--- src/rtl/swamm_pkg.sv ---
// ----------------------------------------------------------------------------
// swamm_pkg
// Shared types and constants for the sliding-window mean/max/min block.
// ----------------------------------------------------------------------------
package swamm_pkg;

  localparam int WINDOW_MAX   = 64;
  localparam int SAMPLE_WIDTH = 16;
  localparam int AXES         = 3;
  localparam int POS_W        = $clog2(WINDOW_MAX);
  localparam int LEN_W        = POS_W + 1;
  localparam int CFG_W        = 7;
  localparam int ENTRY_W      = AXES * SAMPLE_WIDTH;
  localparam int SUM_W        = SAMPLE_WIDTH + POS_W + 1;
  localparam int QUO_W        = SUM_W;

  typedef logic signed [SAMPLE_WIDTH-1:0] sample_t;

  // Divider handshake between the top level and the divide unit
  typedef struct packed {
    logic               start;
    logic [SUM_W-1:0]   dividend;
    logic [LEN_W-1:0]   divisor;
  } div_req_t;

  typedef struct packed {
    logic               done;
    logic [SUM_W-1:0]   quotient;
  } div_rsp_t;

endpackage

--- src/rtl/sliding_window_avg_max_min_core.sv ---
// ----------------------------------------------------------------------------
// sliding_window_avg_max_min_core
// Windowed mean, maximum and minimum of three-axis samples over a ring RAM.
// ----------------------------------------------------------------------------
// Usage:
//   Input channel (valid/stall): one transaction carries sample_x/y/z.
//   Output channel (valid/stall): one transaction per input with the three
//   means and the six extremes. Config channel (valid/ready) writes
//   window_length; ready is high only while the block is idle or clearing the RAM.
//   One item at a time: the sample is written to the ring RAM, then the
//   newest L entries (L = window_length, 0 read as 1, above 64 as 64) are
//   read back one per cycle through the RAM's single read port, then three
//   sums are divided in turn by a bit-serial divider. A new sample is
//   taken only once the previous result has been written to the output
//   register, and the input stalls in between. The result sits in an
//   output register while the next item is already accepted.
//   Reset clears control state and starts a sweep that zeroes all 64
//   RAM entries; input stalls during the sweep, config writes are still taken.
//   A stalled result holds until taken; the next result waits for it.
// ----------------------------------------------------------------------------
module sliding_window_avg_max_min_core (
  input  logic                                  clk,
  input  logic                                  rst,
  input  logic                                  cfg_valid,
  output logic                                  cfg_ready,
  input  logic [swamm_pkg::CFG_W-1:0]           cfg_data,
  input  logic                                  in_valid,
  output logic                                  in_stall,
  input  swamm_pkg::sample_t                    sample_x,
  input  swamm_pkg::sample_t                    sample_y,
  input  swamm_pkg::sample_t                    sample_z,
  output logic                                  out_valid,
  input  logic                                  out_stall,
  output swamm_pkg::sample_t                    avg_x,
  output swamm_pkg::sample_t                    avg_y,
  output swamm_pkg::sample_t                    avg_z,
  output swamm_pkg::sample_t                    max_x,
  output swamm_pkg::sample_t                    min_x,
  output swamm_pkg::sample_t                    max_y,
  output swamm_pkg::sample_t                    min_y,
  output swamm_pkg::sample_t                    max_z,
  output swamm_pkg::sample_t                    min_z
);
  import swamm_pkg::*;

  localparam logic [2:0] ST_CLEAR = 3'd0;
  localparam logic [2:0] ST_IDLE  = 3'd1;
  localparam logic [2:0] ST_SCAN  = 3'd2;
  localparam logic [2:0] ST_DIV   = 3'd3;
  localparam logic [2:0] ST_WAIT  = 3'd4;
  localparam logic [2:0] ST_PUT   = 3'd5;

  logic [2:0]         state;
  logic [CFG_W-1:0]   window_length;
  logic [POS_W-1:0]   newest;
  logic [POS_W-1:0]   clear_addr;
  logic [LEN_W-1:0]   eff_len;
  logic [LEN_W-1:0]   len;
  logic [LEN_W-1:0]   issued;
  logic [LEN_W-1:0]   got;
  logic               rd_pend;
  logic [POS_W-1:0]   rd_addr;
  logic               wr_en;
  logic [POS_W-1:0]   wr_addr;
  logic [ENTRY_W-1:0] wr_data;
  logic [ENTRY_W-1:0] rd_data;
  logic [SUM_W-1:0]   sum [AXES];
  sample_t            hi [AXES];
  sample_t            lo [AXES];
  sample_t            quo [AXES];
  logic [1:0]         axis;
  div_req_t           dreq;
  div_rsp_t           drsp;
  logic               in_acc;

  // Clamp the configured length to 1..WINDOW_MAX
  always_comb begin
    if (window_length == '0) begin
      eff_len = LEN_W'(1);
    end else if (CFG_W'(window_length) > CFG_W'(WINDOW_MAX)) begin
      eff_len = LEN_W'(WINDOW_MAX);
    end else begin
      eff_len = LEN_W'(window_length);
    end
  end

  assign cfg_ready = (state == ST_IDLE) || (state == ST_CLEAR);
  assign in_stall  = (state != ST_IDLE);
  assign in_acc    = in_valid && !in_stall;

  // RAM write: clearing sweep or new sample at the next ring position
  always_comb begin
    wr_en   = 1'b0;
    wr_addr = clear_addr;
    wr_data = '0;
    if (state == ST_CLEAR) begin
      wr_en = 1'b1;
    end else if (in_acc) begin
      wr_en   = 1'b1;
      wr_addr = newest + 1'b1;
      wr_data = {sample_z, sample_y, sample_x};
    end
  end

  // Scan reads go backward from the newest entry
  assign rd_addr = newest - issued[POS_W-1:0];

  swamm_ram #(.WIDTH(ENTRY_W), .DEPTH(WINDOW_MAX)) u_ram (
    .clk     (clk),
    .wr_en   (wr_en),
    .wr_addr (wr_addr),
    .wr_data (wr_data),
    .rd_addr (rd_addr),
    .rd_data (rd_data)
  );

  always_comb begin
    dreq.start    = (state == ST_DIV);
    dreq.dividend = sum[axis];
    dreq.divisor  = len;
  end

  swamm_div u_div (
    .clk (clk),
    .rst (rst),
    .req (dreq),
    .rsp (drsp)
  );

  // Sequencer: clear, accept, scan, divide, present
  always_ff @(posedge clk) begin
    if (rst) begin
      state         <= ST_CLEAR;
      clear_addr    <= '0;
      window_length <= CFG_W'(1);
      newest        <= '0;
      out_valid     <= 1'b0;
      rd_pend       <= 1'b0;
    end else begin
      if (cfg_valid && cfg_ready) begin
        window_length <= cfg_data;
      end
      if (out_valid && !out_stall && (state != ST_PUT)) begin
        out_valid <= 1'b0;
      end
      unique case (state)
        ST_CLEAR: begin
          clear_addr <= clear_addr + 1'b1;
          if (clear_addr == POS_W'(WINDOW_MAX - 1)) begin
            state <= ST_IDLE;
          end
        end
        ST_IDLE: begin
          if (in_acc) begin
            newest <= newest + 1'b1;
            len    <= eff_len;
            issued <= '0;
            got    <= '0;
            state  <= ST_SCAN;
          end
        end
        ST_SCAN: begin
          rd_pend <= (issued != len);
          if (issued != len) begin
            issued <= issued + 1'b1;
          end
          if (rd_pend) begin
            for (int a = 0; a < AXES; a++) begin
              if (got == '0) begin
                sum[a] <= SUM_W'(sample_t'(rd_data[a*SAMPLE_WIDTH +: SAMPLE_WIDTH]));
                hi[a]  <= rd_data[a*SAMPLE_WIDTH +: SAMPLE_WIDTH];
                lo[a]  <= rd_data[a*SAMPLE_WIDTH +: SAMPLE_WIDTH];
              end else begin
                sum[a] <= sum[a]
                  + SUM_W'(sample_t'(rd_data[a*SAMPLE_WIDTH +: SAMPLE_WIDTH]));
                if (sample_t'(rd_data[a*SAMPLE_WIDTH +: SAMPLE_WIDTH]) > hi[a]) begin
                  hi[a] <= rd_data[a*SAMPLE_WIDTH +: SAMPLE_WIDTH];
                end
                if (sample_t'(rd_data[a*SAMPLE_WIDTH +: SAMPLE_WIDTH]) < lo[a]) begin
                  lo[a] <= rd_data[a*SAMPLE_WIDTH +: SAMPLE_WIDTH];
                end
              end
            end
            got <= got + 1'b1;
            if (got + 1'b1 == len) begin
              axis  <= '0;
              state <= ST_DIV;
            end
          end
        end
        ST_DIV: begin
          state <= ST_WAIT;
        end
        ST_WAIT: begin
          if (drsp.done) begin
            quo[axis] <= drsp.quotient[SAMPLE_WIDTH-1:0];
            if (axis == 2'(AXES - 1)) begin
              state <= ST_PUT;
            end else begin
              axis  <= axis + 1'b1;
              state <= ST_DIV;
            end
          end
        end
        ST_PUT: begin
          if (!out_valid || !out_stall) begin
            avg_x     <= quo[0];
            avg_y     <= quo[1];
            avg_z     <= quo[2];
            max_x     <= hi[0];
            min_x     <= lo[0];
            max_y     <= hi[1];
            min_y     <= lo[1];
            max_z     <= hi[2];
            min_z     <= lo[2];
            out_valid <= 1'b1;
            state     <= ST_IDLE;
          end
        end
        default: begin
          state <= ST_IDLE;
        end
      endcase
    end
  end

endmodule

--- src/rtl/swamm_ram.sv ---
// ----------------------------------------------------------------------------
// swamm_ram
// Generic single-port-write, single-port-read RAM with a registered read.
// ----------------------------------------------------------------------------
module swamm_ram #(
  parameter int WIDTH = 8,
  parameter int DEPTH = 16
) (
  input  logic                     clk,
  input  logic                     wr_en,
  input  logic [$clog2(DEPTH)-1:0] wr_addr,
  input  logic [WIDTH-1:0]         wr_data,
  input  logic [$clog2(DEPTH)-1:0] rd_addr,
  output logic [WIDTH-1:0]         rd_data
);

  logic [WIDTH-1:0] mem [DEPTH];

  // Write port and registered read port
  always_ff @(posedge clk) begin
    if (wr_en) begin
      mem[wr_addr] <= wr_data;
    end
    rd_data <= mem[rd_addr];
  end

endmodule

--- src/rtl/swamm_div.sv ---
// ----------------------------------------------------------------------------
// swamm_div
// Restoring divider, one quotient bit per cycle, truncating toward zero.
// ----------------------------------------------------------------------------
module swamm_div (
  input  logic                clk,
  input  logic                rst,
  input  swamm_pkg::div_req_t req,
  output swamm_pkg::div_rsp_t rsp
);
  import swamm_pkg::*;

  localparam int CNT_W = $clog2(SUM_W + 1);

  logic             busy;
  logic             done;
  logic [CNT_W-1:0] count;
  logic [SUM_W-1:0] quo;
  logic [SUM_W-1:0] rem;
  logic [LEN_W-1:0] dvs;
  logic             neg;
  logic [SUM_W:0]   trial;
  logic [SUM_W-1:0] mag;

  assign mag   = req.dividend[SUM_W-1] ? (~req.dividend + 1'b1) : req.dividend;
  assign trial = {rem, quo[SUM_W-1]} - {{(SUM_W+1-LEN_W){1'b0}}, dvs};

  // Shift in one dividend bit per cycle, subtract when it fits
  always_ff @(posedge clk) begin
    if (rst) begin
      busy <= 1'b0;
      done <= 1'b0;
    end else begin
      done <= 1'b0;
      if (req.start) begin
        busy  <= 1'b1;
        count <= CNT_W'(SUM_W);
        quo   <= mag;
        rem   <= '0;
        dvs   <= req.divisor;
        neg   <= req.dividend[SUM_W-1];
      end else if (busy) begin
        if (!trial[SUM_W]) begin
          rem <= trial[SUM_W-1:0];
          quo <= {quo[SUM_W-2:0], 1'b1};
        end else begin
          rem <= {rem[SUM_W-2:0], quo[SUM_W-1]};
          quo <= {quo[SUM_W-2:0], 1'b0};
        end
        count <= count - 1'b1;
        if (count == CNT_W'(1)) begin
          busy <= 1'b0;
          done <= 1'b1;
        end
      end
    end
  end

  // Restore the sign of the quotient
  assign rsp = {done, (neg ? (~quo + 1'b1) : quo)};

endmodule

--- config.mk ---
export PLATFORM = sky130hd
export DESIGN_NAME = sliding_window_avg_max_min_core
export DESIGN_NICKNAME = d
export VERILOG_FILES = /design/src/rtl/swamm_pkg.sv /design/src/rtl/sliding_window_avg_max_min_core.sv /design/src/rtl/swamm_ram.sv /design/src/rtl/swamm_div.sv
export SDC_FILE = /design/constraint.sdc
export NUM_CORES = 2
export LEC_CHECK = 0
export BUFFER_PORTS_ARGS = -buffer_cell sky130_fd_sc_hd__buf_2
export CAP_MARGIN = 20
export CORE_MARGIN = 3
export CORE_UTILIZATION = 40
export DETAILED_ROUTE_END_ITERATION = 6
export GPL_TIMING_DRIVEN = 0
export PLACE_DENSITY = 0.66
export REMOVE_ABC_BUFFERS = 1
export SLEW_MARGIN = 0
export SYNTH_ARGS = -nofsm -noshare
export SYNTH_HDL_FRONTEND = slang
export SYNTH_SLANG_ARGS = --single-unit
export TNS_END_PERCENT = 5
--- constraint.sdc ---
create_clock -name clk -period 16.9 [get_ports clk]
set_input_delay 0.845 -clock clk [delete_from_list [all_inputs] [get_ports clk]]
set_output_delay 0.845 -clock clk [all_outputs]
set_load 0.05 [all_outputs]
==> results.yml <==
run:
  maxCapViolations: 0
cts:
  post-cts-setup-buffers: 0
  htreeDepth: 5
  cts_buffers: 349
  clk_latency_ns: 0.88
  path_clk_slew_ns: 0.06
  cts_root_buf: "clkbuf_16"
  hold_buffers: 0
  cts_tree: "done"
  clock-sinks: 3587
  cts-resized-gates: 0
  clockBufferDepth: 4
global_routing:
  grt_remaining_overflow: 0
  grt_pass1_vias: 70600
  grt_max_degree: 71
  antenna_found_initial: 15
  grt_util_all_layers_pct: 19.4
  grt_pass1_wl_um: 512000
synth:
  synth.top_cell.area_share_pct: 74.5
  synthTopCellsByCount: "3,511 x edfxtp_1, 960 x mux4_2, 211 x clkbuf_1"
  syn_area_per_cell_um2: 21.3
  yosysSeqAreaShare_pct: 75.6
  synth_cell_types: 61
  yosys_warnings: 0
  synth_most_common_cell: "edfxtp_1"
  synth_top_area_cell: "edfxtp_1"
  synth_edf_count: 3511
  synth_area_leaders: "edfxtp_1 74%, mux4_2 15%, ha_1 1.6%"
  ys.flop_type: "edfxtp_1"
  syn_inst: 6657
  synth_seq_cells: 3587
  synth_area_um2: 142000
  synthArstFlopShare_pct: 0
die:
  start_util_pct: 40.4
  die_w_um: 601
  io_pins: 207
  coreArea_um2: 351000
  dieArea_um2: 361000
  fp-row-count: 217
  die_h_um: 601
setup_path:
  start_kind: "flip-flop"
  crit_type: "reg2reg"
  critPathArrivalTime_ns: 6.86
  crit_path_frequent_cell: "buf_16"
  timing.critical_path.to_type: "flip-flop"
  max_stage_delay_ns: 1.20
  crit_path_max_fanout: 53
  crit_buf_inv: 7
  cp_top_family: "buffers and inverters"
  crit_slowest_cell: "fa_4"
  crit_chain: "inv_1 > ha_4 > inv_1 > fa_4 > buf_16 > buf_16 > buf_16 > buf_16 > buf_16 > mux4_2 > mux4_2 > nor2b_1 > a211oi_1 > a21oi_1"
  cp.required_ns: 17.53
sta:
  fmax_mhz: 160
  setup_tns_ns: 0
  rsz0062_at_grt: "no"
  relSlewSlack_pct: 17.2
  whs_ns: 0.240
  worst_pin_slew_ns: 1.24
  setup_violations: 0
  period_needed_ns: 6.23
  hold_viol: 0
  setup_slack_ns: 10.67
  clock_skew_ns: 0.0444
  post-route-period-util_pct: 36.9
  finalMaxSlewViolations: 0
route:
  totalWireLength_um: 359000
  wire_per_inst_um: 29.2
  vias_per_cell: 5.69
  first_pass_iters: 6
  drtIter0Drc: 8744
  num_vias: 69900
  drt_drc_violations_left: 0
  drtAntennaViolNets: 0
layout:
  drive_above_1_share_pct: 28.7
  area_delta_synth_final_pct: 17.9
  nFillCells: 28000
  final_util_pct: 47.6
  final_nets: 7522
placement:
  gp_congestion: 0.861
  place_hpwl_um: 231000
  numPortBuffers: 206
  place_ws_ns: 10.61
min_path:
  hold_path.class: "in2reg"
power:
  vdd_drop_max_uv: 90.6
  p_leak_nw: 47.8
  cellPowerDensity_nw_per_um2: 114
status:
  status: "finished clean"
## routing by layer
layer  routed length, um  GRT usage (%)  up-vias
met3               26200           3.16      583
met2              183000           33.3     3104
met1              138000           25.3    37300
met5                  12              0        -
li1                    -              -    28900
met4               11800           6.34        2
## cells by family after synthesis
kind of cell,Yosys count,share of synthesized area [%]
compound gates,545,2.31
buf+inv,439,1.17
simple gates,693,2.40
fa+ha+maj,188,1.69
mux,1050,15.9
flops,3587,75.6
xor+xnor,155,0.959
## tightest hold or removal path: stages
cell	delay (ns)
buf_2	0.09
nand2_1	0.05
nand3b_1	0.07
## cell type report
type	instances	area (um2)	area share (%)
diodes	16	40.0	0.0240
clock buffers	431	9420	5.64
clock inverters	200	2080	1.25
inverters	146	551	0.330
multi-input cells	2631	33600	20.1
flip-flops and latches	3587	107000	64.1
well taps	4708	5890	3.53
repair buffers	559	8340	5.00
## stage by stage
step / instance area, um2 / power (mW) / std cells
after CTS: 166000 / 19.1 / 12200
after detailed placement: 155000 / 11.3 / 11600
final: 167000 / 19.0 / 12300
after global routing: 167000 / 19.5 / 12300
after floorplan: 140000 / 11.3 / 6364
after global placement: 147000 / 12.0 / 11300
## flip-flops by register name (all words and copies together) (netlist names), 16 cells and up, named ones only
signal,count
sum,69
u_ram.mem,3072
max_z,16
min_x,16
hi,48
avg_y,16
max_x,16
u_div.rem,23
min_z,16
u_ram.rd_data,48
lo,48
avg_z,16
avg_x,16
u_div.quo,23
min_y,16
max_y,16
quo,48
## path summary, 6_finish.rpt
| check | slack, ns | depth (start not counted) | endpoint | from |
|---|---|---|---|---|
| max | 10.67 | 14 | u_ram.rd_data[16] | newest[0] |
| min | 0.24 | 3 | window_length[0] | cfg_data[0] |
| max reg2reg | 10.67 | 14 | u_ram.rd_data[16] | newest[0] |
| min reg2reg | 0.41 | 0 | avg_z[0] | quo[2][0] |
## where the power goes
part	leakage [nW]	switching (mW)	internal (mW)
clock network	5.59	3.27	4.60
registers	27.7	0.0928	9.80
logic	14.5	0.694	0.527
total	47.8	4.06	14.9
## cell usage in the layout (no fill, tap or decap), types with 74 or more instances in the layout
cell type | Yosys | final
edfxtp_1 | 3511 | 3511
mux4_2 | 960 | 960
clkbuf_16 | 0 | 364
buf_2 | 8 | 207
nand2_1 | 201 | 200
ha_1 | 183 | 182
a21oi_1 | 183 | 177
buf_12 | 0 | 165
o21ai_0 | 164 | 163
inv_1 | 146 | 145
buf_16 | 0 | 109
nor2_1 | 175 | 108
xnor2_1 | 85 | 82
clkinv_1 | 0 | 80
dfxtp_1 | 76 | 76
mux2i_1 | 74 | 74
nor2b_1 | 74 | 74
Power figures use the tool's default switching activity.
